--- config.mk ---
export PLATFORM = sky130hd
export DESIGN_NAME = dual_low_pulse_occupancy_history_flat
export DESIGN_NICKNAME = d
export VERILOG_FILES = /design/src/hw/rtl/dlpoh_pkg.sv /design/src/hw/rtl/dlpoh_if.sv /design/src/hw/rtl/dual_low_pulse_occupancy_history.sv /design/src/flat_wrapper.sv
export SDC_FILE = /design/constraint.sdc
export NUM_CORES = 2
export LEC_CHECK = 0
export ABC_AREA = 0
export BUFFER_PORTS_ARGS = -buffer_cell sky130_fd_sc_hd__buf_2
export CAP_MARGIN = 20
export CORE_ASPECT_RATIO = 1.2
export CORE_MARGIN = 5
export CORE_UTILIZATION = 62
export CTS_BUF_LIST = sky130_fd_sc_hd__clkbuf_8
export DETAILED_ROUTE_END_ITERATION = 7
export PLACE_DENSITY = 0.83
export RECOVER_POWER = 25
export SLEW_MARGIN = 20
export SYNTH_ARGS = -nofsm -noshare
export SYNTH_HDL_FRONTEND = slang
export SYNTH_SLANG_ARGS = --single-unit
--- constraint.sdc ---
create_clock -name clk_i -period 11.4 [get_ports clk_i]
set_input_delay 2.28 -clock clk_i [delete_from_list [all_inputs] [get_ports clk_i]]
set_output_delay 2.28 -clock clk_i [all_outputs]
set_load 0.03 [all_outputs]
--- src/hw/rtl/dlpoh_pkg.sv ---
`timescale 1ns / 1ps

package dlpoh_pkg;

  localparam int unsigned TIMER_W   = 27;
  localparam int unsigned ACC_W     = 24;
  localparam int unsigned SEC_W     = 32;
  localparam int unsigned IDX_W     = 6;
  localparam int unsigned CMD_W     = 2;
  localparam int unsigned CFG_W     = 27;
  localparam int unsigned CFG_IDX_W = 2;

  localparam logic [ACC_W-1:0] ACC_MAX      = 24'hFFFFFF;
  localparam logic [CFG_W-1:0] PERIOD_RESET = 27'd80000000;

  typedef enum logic [CMD_W-1:0] {
    CMD_EDGE = 2'd0,
    CMD_TICK = 2'd1,
    CMD_READ = 2'd2
  } cmd_e;

  typedef enum logic [CFG_IDX_W-1:0] {
    REG_PERIOD    = 2'd0,
    REG_SEC_NOTE  = 2'd1,
    REG_HIST_NOTE = 2'd2
  } reg_e;

  typedef struct packed {
    logic [CMD_W-1:0]   cmd;
    logic               channel;
    logic               level;
    logic [TIMER_W-1:0] timer_value;
    logic [IDX_W-1:0]   index;
  } in_t;

  typedef struct packed {
    logic [ACC_W-1:0] first_low_us;
    logic [ACC_W-1:0] second_low_us;
    logic [SEC_W-1:0] seconds_elapsed;
    logic             second_note;
    logic             history_note;
  } out_t;

endpackage

--- src/hw/rtl/dlpoh_if.sv ---
`timescale 1ns / 1ps

interface dlpoh_in_if;
  logic            valid;
  logic            ready;
  dlpoh_pkg::in_t  data;

  modport source (output valid, output data, input ready);
  modport sink   (input valid, input data, output ready);
endinterface

interface dlpoh_out_if;
  logic            valid;
  logic            ready;
  dlpoh_pkg::out_t data;

  modport source (output valid, output data, input ready);
  modport sink   (input valid, input data, output ready);
endinterface

--- src/hw/rtl/dual_low_pulse_occupancy_history.sv ---
`timescale 1ns / 1ps

// Dual low-pulse occupancy meter with a per-second history ring.
// in_i carries edge, tick and read-history beats; out_o returns exactly one
// result beat per input beat, in order. Configuration is written through
// cfg_we_i / cfg_idx_i / cfg_data_i while the block is idle.
// A result is visible on out_o once its input beat has passed the input
// register (loaded at the edge at which the beat is accepted), the
// elapsed-time stage, the reciprocal multiply and ring read stage, and the
// result queue. Throughput: one beat per cycle while in_i.ready is high;
// the multiply stage and the ring's single read port both run every cycle.
// Up to 8 beats may be outstanding; the result queue absorbs them, so input
// beats keep being taken while a result waits, and ready drops only when
// 8 results are owed to the receiver.
// Reset: accumulators, pending falls, second count and ring pointer clear,
// the registers return to their reset values. The ring is not swept: a fill
// count makes never-written entries read as zero, so the block accepts beats
// right after reset.
module dual_low_pulse_occupancy_history #(
  parameter int unsigned HISTORY_DEPTH = 64,
  parameter int unsigned TICKS_PER_US  = 80
) (
  input  logic                                 clk_i,
  input  logic                                 rst_ni,
  input  logic                                 cfg_we_i,
  input  logic [dlpoh_pkg::CFG_IDX_W-1:0]      cfg_idx_i,
  input  logic [dlpoh_pkg::CFG_W-1:0]          cfg_data_i,
  dlpoh_in_if.sink                             in_i,
  dlpoh_out_if.source                          out_o
);

  localparam int unsigned TW      = dlpoh_pkg::TIMER_W;
  localparam int unsigned AW      = dlpoh_pkg::ACC_W;
  localparam int unsigned PTR_W   = $clog2(HISTORY_DEPTH);
  localparam int unsigned FILL_W  = $clog2(HISTORY_DEPTH + 1);
  localparam int unsigned SEL_W   = ((PTR_W > dlpoh_pkg::IDX_W) ? PTR_W : dlpoh_pkg::IDX_W) + 1;
  localparam int unsigned DIV_SH  = TW + $clog2(TICKS_PER_US);
  localparam int unsigned RECIP_W = TW + 1;
  localparam int unsigned PROD_W  = TW + RECIP_W;
  localparam longint unsigned RECIP_L =
    ((64'd1 << DIV_SH) + 64'(TICKS_PER_US) - 64'd1) / 64'(TICKS_PER_US);
  localparam logic [RECIP_W-1:0] RECIP = RECIP_W'(RECIP_L);
  localparam int unsigned FIFO_DEPTH = 8;
  localparam int unsigned FIFO_AW    = 3;
  localparam int unsigned CNT_W      = 4;
  localparam logic [PTR_W-1:0]  PTR_LAST  = PTR_W'(HISTORY_DEPTH - 1);
  localparam logic [FILL_W-1:0] FILL_FULL = FILL_W'(HISTORY_DEPTH);
  localparam logic [SEL_W-1:0]  DEPTH_SEL = SEL_W'(HISTORY_DEPTH);
  localparam logic [CNT_W-1:0]  CNT_FULL  = CNT_W'(FIFO_DEPTH);

  typedef struct packed {
    logic [dlpoh_pkg::CMD_W-1:0] cmd;
    logic                        ch;
    logic                        add;
    logic [dlpoh_pkg::IDX_W-1:0] idx;
    logic [TW-1:0]               elapsed;
  } s2_t;

  typedef struct packed {
    logic [dlpoh_pkg::CMD_W-1:0] cmd;
    logic                        ch;
    logic                        add;
    logic [TW-1:0]               quot;
  } s3_t;

  // configuration
  logic [dlpoh_pkg::CFG_W-1:0] period_q;
  logic                        sne_q, hne_q;

  always_ff @(posedge clk_i or negedge rst_ni) begin
    if (!rst_ni) begin
      period_q <= dlpoh_pkg::PERIOD_RESET;
      sne_q    <= 1'b0;
      hne_q    <= 1'b0;
    end else if (cfg_we_i) begin
      case (cfg_idx_i)
        dlpoh_pkg::REG_PERIOD:    period_q <= cfg_data_i;
        dlpoh_pkg::REG_SEC_NOTE:  sne_q    <= cfg_data_i[0];
        dlpoh_pkg::REG_HIST_NOTE: hne_q    <= cfg_data_i[0];
        default: ;
      endcase
    end
  end

  // handshakes and outstanding count
  logic             in_acc, out_acc;
  logic [CNT_W-1:0] credit_q, credit_d;
  logic [CNT_W-1:0] fcnt_q;

  assign in_acc     = in_i.valid && in_i.ready;
  assign out_acc    = out_o.valid && out_o.ready;
  assign in_i.ready = (credit_q != CNT_FULL);
  assign credit_d   = credit_q + CNT_W'(in_acc) - CNT_W'(out_acc);

  // pipeline registers
  logic           s1_v_q, s2_v_q, s3_v_q;
  dlpoh_pkg::in_t s1_q;
  s2_t            s2_q, s2_d;
  s3_t            s3_q, s3_d;

  // edge state
  logic [1:0][TW-1:0] stamp_q, stamp_d;
  logic [1:0]         fv_q, fv_d;
  logic [1:0][AW-1:0] acc_q, acc_d;

  // ring state
  logic [PTR_W-1:0]  ptr_q, ptr_d;
  logic [FILL_W-1:0] fill_q, fill_d;
  logic [dlpoh_pkg::SEC_W-1:0] sec_q, sec_d;
  logic [AW-1:0]     h0_mem [HISTORY_DEPTH];
  logic [AW-1:0]     h1_mem [HISTORY_DEPTH];
  logic [AW-1:0]     rd0_q, rd1_q, bp0_q, bp1_q;
  logic              byp_q, rok_q;
  logic              wr_en;

  // stage 1: elapsed ticks and fall bookkeeping
  logic [TW-1:0] stamp_sel, now1, elapsed1;
  logic [TW:0]   diff1;
  logic [TW+1:0] wsum1;
  logic          is_edge1, rise_hit1;

  assign now1      = s1_q.timer_value;
  assign stamp_sel = stamp_q[s1_q.channel];
  assign diff1     = {1'b0, now1} - {1'b0, stamp_sel};
  assign wsum1     = {2'b00, period_q} + {2'b00, now1} - {2'b00, stamp_sel};
  assign elapsed1  = !diff1[TW] ? diff1[TW-1:0] :
                     (wsum1[TW+1] ? '0 : wsum1[TW-1:0]);
  assign is_edge1  = s1_v_q && (s1_q.cmd == dlpoh_pkg::CMD_EDGE);
  assign rise_hit1 = is_edge1 && s1_q.level && fv_q[s1_q.channel];

  always_comb begin
    stamp_d = stamp_q;
    fv_d    = fv_q;
    if (is_edge1) begin
      if (!s1_q.level) begin
        stamp_d[s1_q.channel] = now1;
        fv_d[s1_q.channel]    = 1'b1;
      end else begin
        fv_d[s1_q.channel] = 1'b0;
      end
    end
    s2_d.cmd     = s1_q.cmd;
    s2_d.ch      = s1_q.channel;
    s2_d.add     = rise_hit1;
    s2_d.idx     = s1_q.index;
    s2_d.elapsed = elapsed1;
  end

  // stage 2: divide by reciprocal multiply, ring read address
  logic [PROD_W-1:0] prod2, quot2;
  logic [SEL_W-1:0]  idx2, sel2, slot_sum2, slot2;
  logic [PTR_W-1:0]  rd_addr;
  logic              rok2, byp2;

  assign prod2     = PROD_W'(s2_q.elapsed) * PROD_W'(RECIP);
  assign quot2     = prod2 >> DIV_SH;
  assign idx2      = SEL_W'(s2_q.idx);
  assign sel2      = (idx2 >= DEPTH_SEL) ? (DEPTH_SEL - SEL_W'(1)) : idx2;
  assign slot_sum2 = sel2 + SEL_W'(ptr_d);
  assign slot2     = (slot_sum2 >= DEPTH_SEL) ? (slot_sum2 - DEPTH_SEL) : slot_sum2;
  assign rd_addr   = slot2[PTR_W-1:0];
  assign rok2      = slot2 < SEL_W'(fill_d);
  assign byp2      = wr_en && (rd_addr == ptr_q);

  always_comb begin
    s3_d.cmd  = s2_q.cmd;
    s3_d.ch   = s2_q.ch;
    s3_d.add  = s2_q.add;
    s3_d.quot = quot2[TW-1:0];
  end

  // stage 3: accumulate, tick, read select
  logic [TW:0]     acc_sum3;
  logic [AW-1:0]   acc_new3, rsel0, rsel1;
  logic            hnote3;
  dlpoh_pkg::out_t res3;

  assign acc_sum3 = (TW + 1)'(acc_q[s3_q.ch]) + (TW + 1)'(s3_q.quot);
  assign acc_new3 = (acc_sum3[TW:AW] != '0) ? dlpoh_pkg::ACC_MAX : acc_sum3[AW-1:0];
  assign rsel0    = byp_q ? bp0_q : (rok_q ? rd0_q : '0);
  assign rsel1    = byp_q ? bp1_q : (rok_q ? rd1_q : '0);

  always_comb begin
    acc_d  = acc_q;
    ptr_d  = ptr_q;
    fill_d = fill_q;
    sec_d  = sec_q;
    wr_en  = 1'b0;
    hnote3 = 1'b0;
    if (s3_v_q) begin
      case (s3_q.cmd)
        dlpoh_pkg::CMD_TICK: begin
          wr_en  = 1'b1;
          acc_d  = '0;
          ptr_d  = (ptr_q == PTR_LAST) ? '0 : ptr_q + PTR_W'(1);
          fill_d = (fill_q == FILL_FULL) ? fill_q : fill_q + FILL_W'(1);
          sec_d  = sec_q + 32'd1;
          hnote3 = (ptr_q == PTR_LAST) && hne_q;
        end
        dlpoh_pkg::CMD_EDGE: begin
          if (s3_q.add) begin
            acc_d[s3_q.ch] = acc_new3;
          end
        end
        default: ;
      endcase
    end
    res3.seconds_elapsed = sec_d;
    res3.second_note     = 1'b0;
    res3.history_note    = 1'b0;
    res3.first_low_us    = acc_d[0];
    res3.second_low_us   = acc_d[1];
    case (s3_q.cmd)
      dlpoh_pkg::CMD_TICK: begin
        res3.first_low_us  = acc_q[0];
        res3.second_low_us = acc_q[1];
        res3.second_note   = sne_q;
        res3.history_note  = hnote3;
      end
      dlpoh_pkg::CMD_READ: begin
        res3.first_low_us  = rsel0;
        res3.second_low_us = rsel1;
      end
      default: ;
    endcase
  end

  // control registers
  always_ff @(posedge clk_i or negedge rst_ni) begin
    if (!rst_ni) begin
      credit_q <= '0;
      s1_v_q   <= 1'b0;
      s2_v_q   <= 1'b0;
      s3_v_q   <= 1'b0;
      fv_q     <= '0;
      acc_q    <= '0;
      ptr_q    <= '0;
      fill_q   <= '0;
      sec_q    <= '0;
    end else begin
      credit_q <= credit_d;
      s1_v_q   <= in_acc;
      s2_v_q   <= s1_v_q;
      s3_v_q   <= s2_v_q;
      fv_q     <= fv_d;
      acc_q    <= acc_d;
      ptr_q    <= ptr_d;
      fill_q   <= fill_d;
      sec_q    <= sec_d;
    end
  end

  // payload registers
  always_ff @(posedge clk_i) begin
    s1_q    <= in_i.data;
    s2_q    <= s2_d;
    s3_q    <= s3_d;
    stamp_q <= stamp_d;
    byp_q   <= byp2;
    rok_q   <= rok2;
    bp0_q   <= acc_q[0];
    bp1_q   <= acc_q[1];
  end

  // history ring
  always_ff @(posedge clk_i) begin
    if (wr_en) begin
      h0_mem[ptr_q] <= acc_q[0];
      h1_mem[ptr_q] <= acc_q[1];
    end
    rd0_q <= h0_mem[rd_addr];
    rd1_q <= h1_mem[rd_addr];
  end

  // result queue
  dlpoh_pkg::out_t    fifo_q [FIFO_DEPTH];
  logic [FIFO_AW-1:0] wp_q, rp_q;

  always_ff @(posedge clk_i) begin
    if (s3_v_q) begin
      fifo_q[wp_q] <= res3;
    end
  end

  always_ff @(posedge clk_i or negedge rst_ni) begin
    if (!rst_ni) begin
      wp_q   <= '0;
      rp_q   <= '0;
      fcnt_q <= '0;
    end else begin
      if (s3_v_q) begin
        wp_q <= wp_q + FIFO_AW'(1);
      end
      if (out_acc) begin
        rp_q <= rp_q + FIFO_AW'(1);
      end
      fcnt_q <= fcnt_q + CNT_W'(s3_v_q) - CNT_W'(out_acc);
    end
  end

  assign out_o.valid = (fcnt_q != '0);
  assign out_o.data  = fifo_q[rp_q];

  // assertions
  a_credit: assert property (@(posedge clk_i) disable iff (!rst_ni)
    credit_q == fcnt_q + CNT_W'(s1_v_q) + CNT_W'(s2_v_q) + CNT_W'(s3_v_q))
    else $error("outstanding count out of step with pipeline and queue");

  a_fill: assert property (@(posedge clk_i) disable iff (!rst_ni)
    (fill_q == FILL_FULL) || (fill_q == FILL_W'(ptr_q)))
    else $error("ring fill count out of step with write pointer");

  a_tick_clear: assert property (@(posedge clk_i) disable iff (!rst_ni)
    (s3_v_q && (s3_q.cmd == dlpoh_pkg::CMD_TICK)) |=> (acc_q == '0))
    else $error("accumulators not cleared by tick");

  a_fall: assert property (@(posedge clk_i) disable iff (!rst_ni)
    (is_edge1 && !s1_q.level) |=> fv_q[$past(s1_q.channel)])
    else $error("falling edge did not arm its channel");

  a_sec: assert property (@(posedge clk_i) disable iff (!rst_ni)
    !(s3_v_q && (s3_q.cmd == dlpoh_pkg::CMD_TICK)) |=> $stable(sec_q))
    else $error("second count moved without a tick");

endmodule

--- src/flat_wrapper.sv ---
// flat-port wrapper written by rule: the top's interface ports become plain ports
module dual_low_pulse_occupancy_history_flat 
#(
  parameter int unsigned HISTORY_DEPTH = 64,
  parameter int unsigned TICKS_PER_US  = 80
)
  (clk_i, rst_ni, cfg_we_i, cfg_idx_i, cfg_data_i, in_i_valid, in_i_data, in_i_ready, out_o_valid, out_o_data, out_o_ready);
  dlpoh_in_if in_i_i ();
  dlpoh_out_if out_o_i ();
  input  logic clk_i;
  input  logic rst_ni;
  input  logic cfg_we_i;
  input  logic [dlpoh_pkg::CFG_IDX_W-1:0] cfg_idx_i;
  input  logic [dlpoh_pkg::CFG_W-1:0] cfg_data_i;
  input wire logic [$bits(in_i_i.valid)-1:0] in_i_valid;
  input wire logic [$bits(in_i_i.data)-1:0] in_i_data;
  output wire logic [$bits(in_i_i.ready)-1:0] in_i_ready;
  output wire logic [$bits(out_o_i.valid)-1:0] out_o_valid;
  output wire logic [$bits(out_o_i.data)-1:0] out_o_data;
  input wire logic [$bits(out_o_i.ready)-1:0] out_o_ready;
  assign in_i_i.valid = in_i_valid;
  assign in_i_i.data = in_i_data;
  assign in_i_ready = in_i_i.ready;
  assign out_o_valid = out_o_i.valid;
  assign out_o_data = out_o_i.data;
  assign out_o_i.ready = out_o_ready;
  dual_low_pulse_occupancy_history #(.HISTORY_DEPTH(HISTORY_DEPTH), .TICKS_PER_US(TICKS_PER_US)) u_core (.clk_i(clk_i), .rst_ni(rst_ni), .cfg_we_i(cfg_we_i), .cfg_idx_i(cfg_idx_i), .cfg_data_i(cfg_data_i), .in_i(in_i_i), .out_o(out_o_i));
endmodule
### After elaboration in Yosys (flattened, before gate mapping)

Memories as Yosys holds them, arrays and structs flattened. A register that Yosys moved wholly into a read port is not among the register bits.
Index checks and enable logic that the tools add are counted.

* flip-flop bits (word level): 344
* memory bits (writable): 3728
* bits of input ports: 71
* output and inout bits: 84
* word-level logic and storage cells: 136
* memories kept: 3

* $add $sub $neg: 15
* multiply operators: 1
* $lt $le $gt $ge: 7
* equality and inequality tests: 8
* mux-type cells: 44
* bitwise gates (word level): 4
* reduce and logical (&&, ||, !) cells: 18

Memories
* u_core.h0_mem: depth 64, width 24, rd ports 1, clocked after memory_dff 1, wr ports 1, RTL line dual_low_pulse_occupancy_history.sv:110 `logic [AW-1:0] h0_mem [HISTORY_DEPTH];`
* u_core.h1_mem: depth 64, width 24, rd ports 1, clocked after memory_dff 1, wr ports 1, RTL line dual_low_pulse_occupancy_history.sv:111 `logic [AW-1:0] h1_mem [HISTORY_DEPTH];`
* u_core.fifo_q: depth 8, width 82, rd ports 1, clocked after memory_dff 0, wr ports 1, RTL line dual_low_pulse_occupancy_history.sv:276 `dlpoh_pkg::out_t fifo_q [FIFO_DEPTH];`

Operator list (number)
* 2-to-1 mux 24 bit: 8
* one-hot mux 48 bit (2 select lines): 2
* 2-to-1 mux 27 bit: 5
* 2-to-1 mux 48 bit: 2
* 2-to-1 mux 32 bit: 2
* multiplier 27 x 28 -> 55 bit (second input constant): 1
* bitwise mux 54 bit: 1
* bitwise mux 48 bit: 1
* adder 32 x 1 -> 32 bit (second input constant): 1
* subtractor 29 x 27 -> 29 bit: 1
* adder 27 x 27 -> 28 bit: 1
* 2-to-1 mux 7 bit: 4
* subtractor 27 x 27 -> 28 bit: 1
* demux 27 bit (select 1 bit): 1
* adder 24 x 21 -> 25 bit: 1
* demux 24 bit (select 1 bit): 1
* 2-to-1 mux 6 bit: 4
* 2-to-1 mux 1 bit: 10
* logical AND 1 bit: 9
* adder 4 x 1 -> 4 bit: 2
* AND reduction 2 bit: 4
* nonzero test 4 bit: 2
* subtractor 4 x 1 -> 4 bit: 2
* adder 7 x 1 -> 7 bit (second input constant): 1
* other kinds (22): 30

### Longest topological paths before layout

* word-level depth: 10
* mapped depth: 26

### Worst setup path before layout

No wires, ideal clock.

* path kind: reg-to-reg
* start: register u_core.s3_v_q
* end: memory u_core.fifo_q[4][0] (netlist name), enable pin
* arrival time: 6.350 ns
* slack: 4.427 ns
* cell stages (with the launch flop): 4
* path through: dfrtp_1 clkbuf_1 nand2_1 nor3_1

* cells in the longest elaborated chain, start to end: 2

RTL lines
* from (decl): RTL line dual_low_pulse_occupancy_history.sv:96 `logic s1_v_q, s2_v_q, s3_v_q;`
* from (signal assigned): RTL line dual_low_pulse_occupancy_history.sv:244 `s3_v_q <= s2_v_q;`
* 2-to-1 mux 1 bit: RTL line dual_low_pulse_occupancy_history.sv:280 `if (s3_v_q) begin`
* 2-to-1 mux 1 bit (implied by the code): RTL line dual_low_pulse_occupancy_history.sv:281 `fifo_q[wp_q] <= res3;`
* to (decl): RTL line dual_low_pulse_occupancy_history.sv:276

Every way passes these cells.

### Worst setup path after layout

* start: register u_core.s2_q[3] (netlist name)
* end: register u_core.s3_q[19] (netlist name)

* cells in the longest elaborated chain, start to end: 1

RTL lines
* from (decl): RTL line dual_low_pulse_occupancy_history.sv:98 `s2_t s2_q, s2_d;`
* from (signal assigned): RTL line dual_low_pulse_occupancy_history.sv:256 `s2_q <= s2_d;`
* multiplier 27 x 28 -> 55 bit: RTL line dual_low_pulse_occupancy_history.sv:155 `assign prod2 = PROD_W'(s2_q.elapsed) * PROD_W'(RECIP);`
* named net u_core.prod2[53]: RTL line dual_low_pulse_occupancy_history.sv:150 `logic [PROD_W-1:0] prod2, quot2;`
* to (signal assigned): RTL line dual_low_pulse_occupancy_history.sv:257 `s3_q <= s3_d;`
* to (decl): RTL line dual_low_pulse_occupancy_history.sv:99 `s3_t s3_q, s3_d;`

The timed path passes the listed nets, and every way through them passes these cells.
A chain may end at the register's enable or synchronous reset.

==> flow_summary.json <==
{
  "cp-end-kind": "flop",
  "drc": 0,
  "fp.dieH_um": 581.8,
  "synth.cell_area_um2": 168900,
  "synth-seq-area-share_pct": 71.66,
  "cp_slowest_stage_delay_ns": 0.57,
  "cp_num_cells": 22,
  "crit_family": "adder cells",
  "rsz0062_at_grt": "false",
  "via_count": 88390,
  "yosysWarningCount": 0,
  "final_cell_mix": "edfxtp_1 (3,782), mux4_2 (1,172), clkbuf_8 (646), inv_1 (577), ha_1 (348)",
  "post_cts_resize_count": 0,
  "drt_iter0_drc": 13470,
  "dp.cells": 11700,
  "synth_top_family_by_area": "multiplexers",
  "clock.fmax_mhz": 140.3,
  "io_buffers": 154,
  "slew_headroom_pct": -136.0,
  "async_reset_ff_share_pct": 3.422,
  "wl_per_cell_um": 34.98,
  "ios": 155,
  "antenna_found_initial": 23,
  "fin_crit_sh_pct": 62.52,
  "required_ns": 12.32,
  "path_buf_inv": 4,
  "slowest_stage": "fa_1",
  "cts_tree": "built",
  "clk_pin_slew_worst_paths_ns": 0.06,
  "core_um2": 271900,
  "holdBufCountCts": 0,
  "die_x_um": 486.5,
  "grt_first_pass_wirelength_um": 635700,
  "multi_input_area_um2": 45690,
  "dr.pass1.iters": 7,
  "hold_depth": 0,
  "setup-violations-final": 0,
  "violations": "capacitance limit, slew limit",
  "seq_area_um2": 121100,
  "n_fill_cell": 15360,
  "synth_xor_area_share_pct": 0.8244,
  "root_buffer": "clkbuf_8",
  "synth_simple_gate_area_share_pct": 1.625,
  "fin_ws_ns": 4.272,
  "num_rows": 210,
  "synthCells": 8112,
  "grt_start_max_net_pins": 150,
  "cts-buffers-inserted": 596,
  "post-route-util_pct": 68.55,
  "final_common_cell": "edfxtp_1",
  "area_delta_synth_final_pct": 10.36,
  "clockBufferDepth": 4,
  "fin_setup_tns_ns": 0,
  "cts_num_sinks": 4120,
  "status": "finished with violations",
  "synth-compound-area-share_pct": 2.552,
  "synthAdderAreaFrac_pct": 4.935,
  "critPathKind": "reg -> reg",
  "finalWirelength_um": 447200,
  "synth_enable_flop_cells": 3782,
  "clock_skew_ns": 0.08658,
  "synth.distinct_cells": 93,
  "slew_violations": 3342,
  "syn_avg_cell_area_um2": 20.82,
  "drive_gt1_share_pct": 27.76,
  "cap_violations": 49,
  "hold_class": "reg -> reg",
  "startpoint_type": "flop",
  "critPathMaxFanout": 5,
  "worst_pin_slew_ns": 3.540,
  "nets": 9315,
  "path_cells": "ha_1 > inv_1 > fa_1 > fa_1 > fa_1 > fa_1 > inv_1 > fa_1 > inv_1 > fa_1 > inv_1 > ha_1 > and4_1 > nand2_1 > o221ai_1 > a311o_1 > a41o_1 > a21oi_1 > nor2_1 > a2111oi_2 > o21bai_1 > xor2_1",
  "gp_congestion": 0.9155,
  "syn_nets": 8731,
  "crit_arrival_ns": 8.05,
  "place_ws_ns": 4.408,
  "drtAntennaViolNets": 0,
  "yosys.area.top_type": "edfxtp_1",
  "grt_usage_pct": 31.33,
  "via_per_inst": 6.913,
  "min_period_ns": 7.128,
  "r2r_cells": 22,
  "cts_max_level": 6,
  "synth-seq-cells": 4120,
  "synth_mux_area_share_pct": 16.72,
  "dieArea_um2": 283000,
  "yosysTopAreaCellShare_pct": 67.23,
  "timing.final.hold_violations": 0,
  "cp_common_cell": "fa_1",
  "ys.flop_type": "edfxtp_1",
  "postCtsSetupRepairBufs": 0,
  "clk-insertion-delay-late_ns": 1.09,
  "fin_cells": 12790,
  "grt_pass1_vias": 91020,
  "grt_overflow_total": 0,
  "dp_hpwl_um": 258800,
  "netlist_top_cells_area": "edfxtp_1 (67%), mux4_2 (16%), ha_1 (2.6%)",
  "start_util_pct": 62.11
}
## synthesized netlist by cell type, types with 52 or more instances
cell and instances:
a21oi_1 130, mux4_2 1172, xnor2_1 105, o21ai_0 101, fa_1 197, xor2_1 54, ha_1 351, dfxtp_1 197
nor2_1 173, buf_1 60, nand2_1 206, clkbuf_1 268, dfrtp_1 133, a21o_1 84, inv_1 380, edfxtp_1 3782
nand3_1 52, a22o_1 63, mux2_2 134
## logic make-up after synthesis
kind of cell / count (synthesis)
AND/OR/NAND/NOR: 594
multiplexers: 1340
buffers and inverters: 737
AO/OA/AOI/OAI: 614
XOR/XNOR: 159
flip-flops: 4120
adder cells (fa/ha/maj): 548
## metal layers
| metal | vias up | wire [um] | track usage, % | share of wire [%] |
|---|---|---|---|---|
| met3 | 1541 | 54290 | 7.451 | 12 |
| met2 | 7224 | 222800 | 51.63 | 50 |
| met4 | 16 | 25180 | 14.98 | 5.6 |
| met5 | - | 91 | 0 | 0.020 |
| li1 | 34440 | - | - | - |
| met1 | 45180 | 144800 | 39.89 | 32 |
## flip-flops by register name (all words and copies together) (netlist names), 24 cells and up, named ones only
signal	flops
u_core.h0_mem	1536
u_core.h1_mem	1536
u_core.fifo_q	656
u_core.stamp_q	54
u_core.acc_q	48
u_core.sec_q	32
u_core.s2_q	31
u_core.now1	27
u_core.period_q	27
u_core.s3_q	25
u_core.bp0_q	24
u_core.bp1_q	24
u_core.rd0_q	24
u_core.rd1_q	24
## path summary, 6_finish.rpt
kind / startpoint / endpoint / slack (ns)
max in group asynchronous: rst_ni / u_core.acc_q[32] / 8.33
worst min register to register: u_core.s1_q[0] / u_core.idx2[0] / 0.33
min in group asynchronous: rst_ni / u_core.period_q[3] / 1.27
worst max register to register: u_core.s2_q[3] / u_core.s3_q[19] / 4.27
worst min-delay path: u_core.s1_q[0] / u_core.idx2[0] / 0.33
worst max-delay path: u_core.s2_q[3] / u_core.s3_q[19] / 4.27
## layout make-up
type / instances / share of cell area [%]
Antenna cell: 14 / 0.01879
Timing Repair Buffer: 342 / 1.222
Inverter: 381 / 0.7698
Tap cell: 3604 / 2.419
Sequential cell: 4120 / 64.96
Clock buffer: 646 / 4.769
Multi-Input combinational cell: 3255 / 24.51
Clock inverter: 424 / 1.338
## through the flow
| step | area [um2] | hold slack [ns] |
|---|---|---|
| floorplan | 168900 | 0.3096 |
| global placement | 175000 | 0.3228 |
| detailed placement | 175000 | 0.3185 |
| CTS | 186400 | 0.3343 |
| global route | 186400 | 0.3439 |
| finish | 186400 | 0.3322 |
Power is not shown: default switching activity piles up to over one toggle a cycle in this logic, so the estimate is an artifact.
